--- src/rtl/core/cbt_pkg.sv ---
// ---------------------------------------------------------------------------
// cbt_pkg: shared types and constants for the cosine blend trajectory
// Fixed-point formats, pipeline stage map, CORDIC angle table and the
// register map of the configuration port.
// ---------------------------------------------------------------------------
package cbt_pkg;

    // Fixed-point format of positions and times
    localparam int FRAC_BITS    = 16;
    localparam int CORDIC_STEPS = 16;
    localparam int CORDIC_N     = (CORDIC_STEPS < 24) ? CORDIC_STEPS : 24;

    // Internal constants (30 fractional bits; DUR_RESET is 1.0 in Q16.16)
    localparam int ONE_Q30             = 1 << 30;
    localparam int GAIN_Q30            = 652032874;
    localparam logic [31:0] PI_Q30     = 32'd3373259426;
    localparam logic [31:0] DUR_RESET  = 32'(1 << FRAC_BITS);

    // Output scaling shifts
    localparam int VEL_SHIFT = 61 - FRAC_BITS;
    localparam int ACC_SHIFT = 91 - 2 * FRAC_BITS;

    // Divider chain geometry
    localparam int RAT_N  = 31;
    localparam int QUO_N  = ACC_SHIFT + 1;
    localparam int QUO_LO = QUO_N / 2;
    localparam int REM_W  = 64;
    localparam int ACC_W  = 80;
    localparam int PROD_W = 95;
    localparam int ASUM_W = QUO_N + 32;
    localparam int CW     = 34;

    // Pipeline stage map
    localparam int S_IN    = 0;
    localparam int S_FOLD  = S_IN + RAT_N + 1;
    localparam int S_THETA = S_FOLD + 1;
    localparam int S_CLAMP = S_THETA + CORDIC_N + 1;
    localparam int S_MUL   = S_CLAMP + 1;
    localparam int S_PL    = S_MUL + 1;
    localparam int S_PH    = S_PL + 1;
    localparam int S_PRE   = S_PH + 1;
    localparam int S_X1    = S_PRE + QUO_N + 1;
    localparam int S_OUT   = S_X1 + 1;
    localparam int PIPE_N  = S_OUT + 1;

    // Register map
    localparam int ADDR_W = 4;
    localparam logic [1:0] REG_START = 2'd0;
    localparam logic [1:0] REG_END   = 2'd1;
    localparam logic [1:0] REG_DUR   = 2'd2;

    typedef struct packed {
        logic [REM_W-1:0] rem;
        logic [ACC_W-1:0] acc;
    } div_t;

    typedef struct packed {
        logic signed [CW-1:0] x;
        logic signed [CW-1:0] y;
        logic signed [CW-1:0] z;
    } cordic_t;

    typedef struct packed {
        logic        over;
        logic        flip;
        logic        neg_v;
        logic        neg_a;
        logic        sat_v;
        logic        sat_a;
        logic [31:0] pos;
    } side_t;

    // Arctangent of 2^-i, 30 fractional bits
    function automatic logic signed [CW-1:0] cordic_angle(input logic [4:0] i);
        logic signed [CW-1:0] a;
        case (i)
            5'd0:    a = CW'(843314856);
            5'd1:    a = CW'(497837829);
            5'd2:    a = CW'(263043836);
            5'd3:    a = CW'(133525158);
            5'd4:    a = CW'(67021686);
            5'd5:    a = CW'(33543515);
            5'd6:    a = CW'(16775850);
            5'd7:    a = CW'(8388437);
            5'd8:    a = CW'(4194282);
            5'd9:    a = CW'(2097149);
            5'd10:   a = CW'(1048575);
            5'd11:   a = CW'(524287);
            5'd12:   a = CW'(262143);
            5'd13:   a = CW'(131071);
            5'd14:   a = CW'(65535);
            5'd15:   a = CW'(32767);
            5'd16:   a = CW'(16383);
            5'd17:   a = CW'(8191);
            5'd18:   a = CW'(4095);
            5'd19:   a = CW'(2047);
            5'd20:   a = CW'(1023);
            5'd21:   a = CW'(511);
            5'd22:   a = CW'(255);
            5'd23:   a = CW'(127);
            default: a = '0;
        endcase
        return a;
    endfunction

endpackage

--- src/rtl/core/cbt_div_cell.sv ---
// ---------------------------------------------------------------------------
// cbt_div_cell: one restoring division step
// Shifts one numerator bit into the partial remainder, subtracts the
// divisor when it fits and shifts the quotient bit in at the bottom.
// ---------------------------------------------------------------------------
module cbt_div_cell (
    input  logic                     clk,
    input  logic                     en,
    input  logic [cbt_pkg::REM_W-1:0] divisor,
    input  cbt_pkg::div_t            din,
    output cbt_pkg::div_t            dout
);

    cbt_pkg::div_t            dout_reg;
    cbt_pkg::div_t            dout_next;
    logic [cbt_pkg::REM_W:0]  rem_sh;
    logic [cbt_pkg::REM_W:0]  rem_sub;
    logic                     q;

    // Trial subtract
    always_comb
    begin
        rem_sh         = {din.rem, din.acc[cbt_pkg::ACC_W-1]};
        rem_sub        = rem_sh - {1'b0, divisor};
        q              = rem_sh >= {1'b0, divisor};
        dout_next.rem  = q ? rem_sub[cbt_pkg::REM_W-1:0] : rem_sh[cbt_pkg::REM_W-1:0];
        dout_next.acc  = {din.acc[cbt_pkg::ACC_W-2:0], q};
    end

    // Hand the step to the next cell
    always_ff @(posedge clk)
    begin
        if (en)
        begin
            dout_reg <= dout_next;
        end
    end

    assign dout = dout_reg;

endmodule

--- config.mk ---
export PLATFORM = sky130hd
export DESIGN_NAME = cbt_div_cell
export DESIGN_NICKNAME = d
export VERILOG_FILES = /design/src/rtl/core/cbt_pkg.sv /design/src/rtl/core/cbt_div_cell.sv
export SDC_FILE = /design/constraint.sdc
export NUM_CORES = 1
export LEC_CHECK = 0
export ABC_AREA = 1
export BUFFER_PORTS_ARGS = -buffer_cell sky130_fd_sc_hd__buf_2
export CAP_MARGIN = 0
export CORE_MARGIN = 3
export CORE_UTILIZATION = 40
export DETAILED_ROUTE_END_ITERATION = 12
export GPL_TIMING_DRIVEN = 0
export PLACE_DENSITY_LB_ADDON = 0.15
export SLEW_MARGIN = 0
export SYNTH_ARGS = -nofsm -noshare
export SYNTH_HDL_FRONTEND = slang
export SYNTH_SLANG_ARGS = --single-unit
--- constraint.sdc ---
create_clock -name clk -period 2.8 [get_ports clk]
set_input_delay 0.42 -clock clk [delete_from_list [all_inputs] [get_ports clk]]
set_output_delay 0.42 -clock clk [all_outputs]
set_load 0.05 [all_outputs]
# == Yosys cells after proc, flatten, opt, wreduce, memory -nomap -nowiden ==
# Index checks and enable logic that the tools add are counted.
# W data, S select, Z words.
# op_classes
n_addsub,1
magnitude_cmp,1
muxes,1
# ops
op,n
$ge A65 B64 Y1,1
$mux W64,1
$sub A64 B64 Y64,1
# totals
regBits,144
input_bits,210
output_inout_bits,144

# == Longest topological paths before layout ==
# depth
depth_word,2
mapped_depth,18
ltp_nobuf,17

# == Worst setup path before layout ==
# Ideal clock, no wire load.
# synth_path
path_kind,input to register
start,input port divisor[53] (netlist bit)
end,"register dout_reg (netlist bit dout[83]), data pin"
t_arrival_ns,1.974
required_ns,2.547
slack_ns,0.573
stages,15
cell_sequence,inv_1 ha_1 nand2_1 nor2_2 and2_1 nand2_1 nor2_1 nand2_1 nand3_2 nor2_4 nand2_4 buf_12 buf_12 nand2_2 nand2_1
# synth_rtl
item,line,text
start: declaration,cbt_div_cell.sv:9,"input logic [cbt_pkg::REM_W-1:0] divisor,"
end signal: assignment,cbt_div_cell.sv:35,dout_reg <= dout_next;
end: declaration,cbt_div_cell.sv:14,cbt_pkg::div_t dout_reg;

==> reports/qor.yml <==
crit_fanout: 10
track_usage_pct: 26.71
fp-row-count: 61
grtUsageMet3_pct: 5.355
synth_cells: 1724
rsz0062_at_grt: "false"
seq_area_frac_synth_pct: 37.30
post-cts-setup-buffers: 0
cp-end-kind: "flop"
p_per_area_mw_per_mm2: 561.5
yosysMostFrequentCell: "nand2_1"
core_area_mm2: 0.02816
async_reset_ff_share_pct: 0
yosys.area.top_type: "edfxtp_1"
min_from: "din[56]"
period_needed_ns: 2.657
first_iter_violations: 835
ctsResizeCount: 0
num-fill-cells: 2928
synth.distinct_cells: 34
seq_area_mm2: 0.004324
ys_warn_count: 0
worstSetupStartpointType: "input port"
multi_input_comb_area_mm2: 0.005627
synth_ff_type: "edfxtp_1"
wl_per_cell_um: 16.92
via_per_inst: 4.686
hold_end: "dout[57]"
crit_required_ns: 3.11
synth_top_area_share_pct: 37.30
pin_count: 354
slowest_stage: "ha_1"
clkTransAtPathRegs_ns: 0.08
hold_depth: 1
place_congestion: 0.9579
numPortBuffers: 353
die_w_um: 176.2
initial_core_util_pct: 41.17
root_buffer: "clkbuf_16"
synth_common_cells: "nand2_1 (678), inv_1 (381), edfxtp_1 (144)"
syn_avg_cell_area_um2: 6.725
drc: 0
met1_usage_pct: 35.59
syn_nets: 1999
hold_path_class: "in -> reg"
area_delta_synth_final_pct: 24.96
netlist_area_mm2: 0.01159
timing.final.crit_share_pct: 94.90
synth-seq-cells: 144
path_cells: "buf_2 -> ha_1 -> nand2_1 -> nor2_1 -> nand2_1 -> nor3_2 -> nand2_4 -> nand2_4 -> buf_2 -> nand3_1 -> nand2_1"
critPathArrivalTime_ns: 2.97
setup-violations-final: 0
clkSinkCount: 144
grt_pass1_wl_mm: 62.80
gr-total-overflow: 0
cts_tree: "yes"
final_util_pct: 51.44
slew_viol_final: 0
fmax_mhz: 376.3
cts_max_level: 4
crit_start: "din[124]"
cts_buffer_depth: 2
antenna_found_initial: 5
critPathMaxStageDelay_ns: 0.43
largest_reg_flops: 144
die_y_um: 176.2
cts_hold_buf: 0
maxCapViolCount: 0
vdd_drop_max_v: 0.0003619
hpwlAfterDp_mm: 35.64
dieArea_mm2: 0.03106
grt-busiest-layer: "met2"
critical_path_class: "in -> reg"
drtAntennaViolNets: 0
p_leak_nw: 8.267
first_pass_iters: 5
nets: 2372
drive_above_1_share_pct: 22.13
maxSlewHeadroom_pct: 63.86
numCtsBuffers: 17
synth_edf_count: 144
grt_max_degree: 105
totalWireLength_mm: 42.15
power_w: 0.008134
finalHoldViolCount: 0
run_status: "finished clean"
grt.met2_usage_pct: 44.39
first_global_vias: 11310
synth_area_leaders: "edfxtp_1 (37%), nand2_1 (22%), inv_1 (12%), ha_1 (6.9%), nand3_1 (6.0%)"
num_vias: 11670
worst_pin_slew_ns: 0.5400
path_common_cell: "nand2_1"
report_power, final:
part | switching, W | internal (W)
Sequential | 0.0000548 | 0.00267
Combinational | 0.00215 | 0.000779
Clock | 0.00112 | 0.00136
Total | 0.00332 | 0.00481
placed cells by master (no fill, tap or decap), drive strengths merged, types with 5 or more instances in the layout:
cell and instances:
nand2 706, inv 409, buf 365, edfxtp 144, nand3 142, nor2 119, ha 64, a21oi 45
xor2 30, clkbuf 25, nand3b 16, nor3 9, nand4 7, o21ai 7, nor4 5, clkinv 5
critical path, delay by kind of cell:
family,cells,cell delay [ns]
adders and majority gates,1,0.43
buffers and inverters,2,0.40
and+or+nand+nor,8,1.69
metal layers:
metal	vias up	wire (um)
li1	6003	-
met1	5217	18310
met2	401	19400
met3	49	3433
met4	4	978
met5	-	26
final cells by class:
type | count | area share (%)
antenna | 3 | 0.05182
buffer | 19 | 0.9500
clock buffer | 17 | 2.936
clock inverter | 15 | 1.295
inverter | 401 | 10.39
multi-input combinational | 1160 | 38.84
sequential | 144 | 29.85
tap | 378 | 3.265
timing repair buffer | 354 | 12.43
kinds of logic (layout without fill, tap and decap cells):
| kind of cell | Yosys count | count (layout) | share of synthesized area [%] |
|---|---|---|---|
| simple gates | 1010 | 1010 | 36.70 |
| xor+xnor | 31 | 31 | 2.342 |
| compound gates | 54 | 54 | 2.407 |
| other cells | 0 | 3 | 0 |
| buf+inv | 420 | 806 | 14.17 |
| fa+ha+maj | 65 | 65 | 7.080 |
| flops | 144 | 144 | 37.30 |
worst max path at each step:
stage / end / slack (ns)
floorplan: dout[83] / 0.57
global placement: dout[67] / -0.45
detailed placement: dout[127] / -0.27
CTS: dout[127] / 0.17
global route: dout[127] / 0.003
finish: dout[125] / 0.14
metrics by stage:
| step | TNS, ns | cell area (um2) | cells | setup WS, ns | hold slack [ns] |
|---|---|---|---|---|---|
| finish | 0 | 14490 | 2491 | 0.1427 | 0.1504 |
| global route | 0 | 14490 | 2490 | 0.003105 | 0.1376 |
| CTS | 0 | 14480 | 2488 | 0.1743 | 0.1393 |
| detailed placement | -8.962 | 13870 | 2456 | -0.2674 | 0.5984 |
| global placement | -68.13 | 13830 | 2455 | -0.4452 | 0.5959 |
| floorplan | 0 | 11590 | 1724 | 0.5733 | 0.5189 |
No activity file was read; power rests on OpenSTA's default activity.
