File: config.mk
export PLATFORM = sky130hd
export DESIGN_NAME = cbt_cordic_cell
export DESIGN_NICKNAME = d
export VERILOG_FILES = /design/src/rtl/core/cbt_pkg.sv /design/src/rtl/core/cbt_cordic_cell.sv
export SDC_FILE = /design/constraint.sdc
export NUM_CORES = 1
export LEC_CHECK = 0
export ABC_CLOCK_PERIOD_IN_PS = 6000
export BUFFER_PORTS_ARGS = -buffer_cell sky130_fd_sc_hd__clkbuf_2
export CAP_MARGIN = 30
export CORE_UTILIZATION = 25
export CTS_CLUSTER_DIAMETER = 100
export DETAILED_ROUTE_END_ITERATION = 7
export PLACE_DENSITY = 0.43
export SYNTH_ARGS = -nofsm -noshare
export SYNTH_HDL_FRONTEND = slang
export SYNTH_SLANG_ARGS = --single-unit
File: constraint.sdc
create_clock -name clk -period 6 [get_ports clk]
set_input_delay 0.9 -clock clk [delete_from_list [all_inputs] [get_ports clk]]
set_output_delay 0.9 -clock clk [all_outputs]
set_load 0.01 [all_outputs]
File: src/rtl/core/cbt_pkg.sv
// ---------------------------------------------------------------------------
// cbt_pkg: shared types and constants for the cosine blend trajectory
// Fixed-point formats, pipeline stage map, CORDIC angle table and the
// register map of the configuration port.
// ---------------------------------------------------------------------------
package cbt_pkg;

    // Fixed-point format of positions and times
    localparam int FRAC_BITS    = 16;
    localparam int CORDIC_STEPS = 16;
    localparam int CORDIC_N     = (CORDIC_STEPS < 24) ? CORDIC_STEPS : 24;

    // Internal constants (30 fractional bits; DUR_RESET is 1.0 in Q16.16)
    localparam int ONE_Q30             = 1 << 30;
    localparam int GAIN_Q30            = 652032874;
    localparam logic [31:0] PI_Q30     = 32'd3373259426;
    localparam logic [31:0] DUR_RESET  = 32'(1 << FRAC_BITS);

    // Output scaling shifts
    localparam int VEL_SHIFT = 61 - FRAC_BITS;
    localparam int ACC_SHIFT = 91 - 2 * FRAC_BITS;

    // Divider chain geometry
    localparam int RAT_N  = 31;
    localparam int QUO_N  = ACC_SHIFT + 1;
    localparam int QUO_LO = QUO_N / 2;
    localparam int REM_W  = 64;
    localparam int ACC_W  = 80;
    localparam int PROD_W = 95;
    localparam int ASUM_W = QUO_N + 32;
    localparam int CW     = 34;

    // Pipeline stage map
    localparam int S_IN    = 0;
    localparam int S_FOLD  = S_IN + RAT_N + 1;
    localparam int S_THETA = S_FOLD + 1;
    localparam int S_CLAMP = S_THETA + CORDIC_N + 1;
    localparam int S_MUL   = S_CLAMP + 1;
    localparam int S_PL    = S_MUL + 1;
    localparam int S_PH    = S_PL + 1;
    localparam int S_PRE   = S_PH + 1;
    localparam int S_X1    = S_PRE + QUO_N + 1;
    localparam int S_OUT   = S_X1 + 1;
    localparam int PIPE_N  = S_OUT + 1;

    // Register map
    localparam int ADDR_W = 4;
    localparam logic [1:0] REG_START = 2'd0;
    localparam logic [1:0] REG_END   = 2'd1;
    localparam logic [1:0] REG_DUR   = 2'd2;

    typedef struct packed {
        logic [REM_W-1:0] rem;
        logic [ACC_W-1:0] acc;
    } div_t;

    typedef struct packed {
        logic signed [CW-1:0] x;
        logic signed [CW-1:0] y;
        logic signed [CW-1:0] z;
    } cordic_t;

    typedef struct packed {
        logic        over;
        logic        flip;
        logic        neg_v;
        logic        neg_a;
        logic        sat_v;
        logic        sat_a;
        logic [31:0] pos;
    } side_t;

    // Arctangent of 2^-i, 30 fractional bits
    function automatic logic signed [CW-1:0] cordic_angle(input logic [4:0] i);
        logic signed [CW-1:0] a;
        case (i)
            5'd0:    a = CW'(843314856);
            5'd1:    a = CW'(497837829);
            5'd2:    a = CW'(263043836);
            5'd3:    a = CW'(133525158);
            5'd4:    a = CW'(67021686);
            5'd5:    a = CW'(33543515);
            5'd6:    a = CW'(16775850);
            5'd7:    a = CW'(8388437);
            5'd8:    a = CW'(4194282);
            5'd9:    a = CW'(2097149);
            5'd10:   a = CW'(1048575);
            5'd11:   a = CW'(524287);
            5'd12:   a = CW'(262143);
            5'd13:   a = CW'(131071);
            5'd14:   a = CW'(65535);
            5'd15:   a = CW'(32767);
            5'd16:   a = CW'(16383);
            5'd17:   a = CW'(8191);
            5'd18:   a = CW'(4095);
            5'd19:   a = CW'(2047);
            5'd20:   a = CW'(1023);
            5'd21:   a = CW'(511);
            5'd22:   a = CW'(255);
            5'd23:   a = CW'(127);
            default: a = '0;
        endcase
        return a;
    endfunction

endpackage

File: src/rtl/core/cbt_cordic_cell.sv
// ---------------------------------------------------------------------------
// cbt_cordic_cell: one CORDIC rotation step
// Rotates the vector toward the residual angle by arctan(2^-step) using
// floor (arithmetic) shifts.
// ---------------------------------------------------------------------------
module cbt_cordic_cell (
    input  logic              clk,
    input  logic              en,
    input  logic [4:0]        step,
    input  cbt_pkg::cordic_t  din,
    output cbt_pkg::cordic_t  dout
);

    cbt_pkg::cordic_t              dout_reg;
    cbt_pkg::cordic_t              dout_next;
    logic signed [cbt_pkg::CW-1:0] dx;
    logic signed [cbt_pkg::CW-1:0] dy;
    logic signed [cbt_pkg::CW-1:0] ang;

    // Rotate by the sign of the residual angle
    always_comb
    begin
        dx  = $signed(din.y) >>> step;
        dy  = $signed(din.x) >>> step;
        ang = cbt_pkg::cordic_angle(step);
        if (!din.z[cbt_pkg::CW-1])
        begin
            dout_next.x = din.x - dx;
            dout_next.y = din.y + dy;
            dout_next.z = din.z - ang;
        end
        else
        begin
            dout_next.x = din.x + dx;
            dout_next.y = din.y - dy;
            dout_next.z = din.z + ang;
        end
    end

    // Hand the vector to the next cell
    always_ff @(posedge clk)
    begin
        if (en)
        begin
            dout_reg <= dout_next;
        end
    end

    assign dout = dout_reg;

endmodule

[Word level (Yosys, flattened, before mapping)]
Memory sizes are Yosys's and may differ from the RTL's.
Index checks and enable logic that the tools add are counted.
Operators by class
  add/sub/neg operators: 6
  shift operators: 2
  mux-type cells: 1
Operator list (count)
  adder 34 bit: 3
  2-to-1 mux 102 bit: 1
  subtractor 34 bit: 3
  >>> shifter 34 x 5 -> 34 bit: 2
Word-level totals
  register bits: 102
  ROM bits: 960
  input port bits: 109
  output and inout bits: 102
  logic and storage cells: 13
  memories kept: 1
Memory list
  (name not given): words 32, bits a word 30, read ports 1, clocked after memory_dff 0, wr ports 0, line cbt_pkg.sv:76  | case (i)

[Logic depth before layout (Yosys ltp)]
  depth in word-level cells: 3
  depth in mapped cells: 28
  gate-level depth less buffers: 21

[Least setup slack after synthesis]
OpenSTA, ideal clock, no wires.
  kind: input port to flip-flop
  start point: input port step[0]
  end point: register dout_reg, in the netlist dout[66] (data pin)
  library setup time: 0.264 ns
  data arrival time: 6.020 ns
  required time: 5.736 ns
  setup slack: -0.284 ns
  cell stages on the path: 25
  buffers on the path: 6
  cell sequence: buf_6 -> buf_12 -> buf_6 -> buf_6 -> buf_4 -> buf_2 -> mux4_2 -> mux2_2 -> a22oi_1 -> nand2_1 -> nor4b_2 -> and3_1 -> and3_1 -> a21oi_1 -> xor2_1 -> ha_1 -> nand4_1 -> or3_1 -> a211oi_1 -> a2111oi_0 -> o31ai_1 -> o221ai_1 -> o211a_1 -> a31oi_1 -> xor2_1
RTL lines
  start: declaration: line cbt_cordic_cell.sv:9  | input logic [4:0] step,
  end signal: assignment: line cbt_cordic_cell.sv:45  | dout_reg <= dout_next;
  end: declaration: line cbt_cordic_cell.sv:14  | cbt_pkg::cordic_t dout_reg;

==> metrics.txt <==
syn avg cell area=9.06 sq um; RePlAce Congestion=0.958; routed via count=about 17000; Syn-to-layout area delta=40.4%; WHS Endpoint=dout[0]; Worst IR Drop VDD=about 0.15 mV; fin crit share=0.975; Cells after Synth=1715; largest family of logic cells by synthesized area=compound AO/OA/AOI/OAI gates; Worst Hold Depth=2; simple logic cell fraction of the synthesized area=0.148; Max Fclk=approximately 170 MHz; die area=around 0.063 sq mm; Setup crit end kind=register; ys flop type=edfxtp_1; mapped cell area=0.0155 sq mm; Critical Path Fanout Max=20; CTS H-tree lvls=3; combined area of the multi-input logic cells=around 0.012 sq mm; DRT Pass-1 Iters=6; DRC=0; sequential fraction of the synthesis area=0.197; post-synthesis net count=~1900; initial antenna violation count=1; Starting Density=0.252; synthesized flop and latch total=102; met3 Track Usage GR=0.0235; Overall Global Routing Usage=0.223; max-cap viol count=0; IO buf count=210; first-pass GRT wire length=roughly 110000 um; grt ovf=0; Core Area=slightly above 0.06 sq mm; clk sinks=roughly 100; commonest cells after routing, fill and taps aside=522 x buf_4, 206 x clkbuf_2, 142 x a21oi_1; Reg area=0.00306 sq mm; most common cell after layout, fill and taps aside=buf_4; antenna-violating nets left=0; I/O pin count=between 200 and 250; CTS buffer count=9; final hold vios=0; Slew @ Worst Pin=0.890 ns; HP Class=primary input to register; CP startpoint=step[3]; die width=approximately 250 um; Power, Total=between 4 and 5 mW; routing usage on met2=0.386; mux contribution to synthesized area=0.191; Final min period=about 5.9 ns; Max-slew headroom=0.404; hpwl dp=between 50000 and 60000 um; Root Buffer=clkbuf_16; Leakage=about 9.7 nW; Final Setup Violations=0; max reg flops=approximately 100; WP data arrival=6.00 ns; Distinct cells, synth=91; DR WL/cell=22.3 um; CTS Buffer Depth=2; Synth Area in XOR/XNOR=0.0970; met1 GRT Util=0.289; site row count=between 90 and 100; asr flop ratio synth=0; Final Max Slew Viols=0; fillers=approximately 6400; via-per-instance ratio=5.22; WL final=just over 70000 um; CP required=6.15 ns; power per cell area=215 mW/mm^2; post-synthesis compound-gate area fraction=0.227; largest net degree at the start of global routing=88; hold path startpoint=din[0]; Initial DRC Count=roughly 1100; Final Core Density=0.354; Chip Height=~250 um; Clock transition at path regs=about 0.08 ns; CTS tree=built; crit path kind=primary input to register; Final Net Count=~2600; vias in the first global route=around 17000; status=finished clean; Post-synth EDFFs=just over 100; Yosys warnings=0; global routing's busiest layer=met2; Post-Synth Adder-Cell Area=0.0925; crit start category=primary input; layout cell share with drive strength beyond 1=0.399
==> worst max path at each step <==
stage                end  cells after the start
2_1_floorplan   dout[66]                     25
3_3_place_gp    dout[66]                     23
3_5_place_dp    dout[66]                     22
4_1_cts         dout[66]                     23
5_1_grt         dout[66]                     24
6_report       dout[101]                     20
==> layer usage <==
layer	share of wire	vias up	routed length (um)
met5	0	-	0
met4	0.031	0	2210
met3	0.041	91	2930
met2	0.49	526	34900
met1	0.44	8218	31600
li1	-	7927	-
==> stage by stage <==
step	cell area [sq um]	setup TNS (ns)	cells	hold slack (ns)	setup slack (ns)
3_3_place_gp	21300	-12.41	3192	1.21	-0.675
2_1_floorplan	15600	-0.0455	1715	1.01	-0.0388
6_report	21800	0	3214	0.799	0.149
3_5_place_dp	21300	-11.78	3192	1.21	-0.681
4_1_cts	21600	0	3210	0.768	0.0138
5_1_grt	21800	-0.00681	3214	0.778	-0.00681
==> cell type report <==
| type | count | share of cell area |
|---|---|---|
| multi-input combinational | 1460 | 0.547 |
| timing repair buffer | 746 | 0.242 |
| sequential | 102 | 0.140 |
| tap | 837 | 0.0480 |
| clock buffer | 10 | 0.0105 |
| inverter | 52 | 0.00895 |
| clock inverter | 6 | 0.00281 |
| antenna | 1 | 0.000115 |
==> critical path, stage by stage <==
cell and delay, ns:
clkbuf_2 0.14, buf_6 0.20, nor2_1 0.71, o211ai_1 0.32
and3_1 0.32, and4b_1 0.30, or4b_1 0.51, nor2_2 0.20
a21oi_1 0.11, xnor2_1 0.26, ha_1 0.29, and2_1 0.18
a221o_1 0.33, a21o_1 0.19, a21o_1 0.17, a21oi_1 0.17
o21ai_2 0.12, a311oi_2 0.32, o31ai_1 0.13, xnor2_1 0.13
==> cell usage after synthesis (30+ instances only) <==
master / number / area [sq um]
a31oi_1: 30 / 188
mux4_2: 87 / 1960
inv_1: 49 / 184
edfxtp_1: 102 / 3060
clkbuf_1: 44 / 165
mux2_2: 34 / 383
xor2_1: 63 / 552
mux2i_1: 59 / 591
o21ai_0: 86 / 430
nand3_1: 30 / 150
ha_1: 110 / 1380
nand2_1: 118 / 443
nor2_1: 141 / 529
xnor2_1: 109 / 955
a21oi_1: 143 / 716
a21o_1: 51 / 383
==> cell families (layout without fill, tap and decap cells) <==
group | count (synthesis) | after routing
XOR/XNOR | 172 | 172
flip-flops | 102 | 102
other | 0 | 1
AND/OR/NAND/NOR | 462 | 462
buffers and inverters | 153 | 814
AO/OA/AOI/OAI | 530 | 530
multiplexers | 183 | 183
adder cells (fa/ha/maj) | 113 | 113
==> power by group <==
group	switching, mW	total [mW]	internal, mW
clock	0.311	0.633	0.322
combinational	1.53	2.94	1.41
sequential	0.0530	1.12	1.07
total	1.90	4.69	2.79
==> repair_timing <==
action / 4_1_cts / 5_1_grt
setup buffers: 2 / 2
setup endpoints to repair: 16 / 23
resized for setup: 8 / 34
pin swaps: 0 / 10
hold buffers: 0 / 0
gates cloned: 0 / 1
Power figures use the tool's default switching activity.
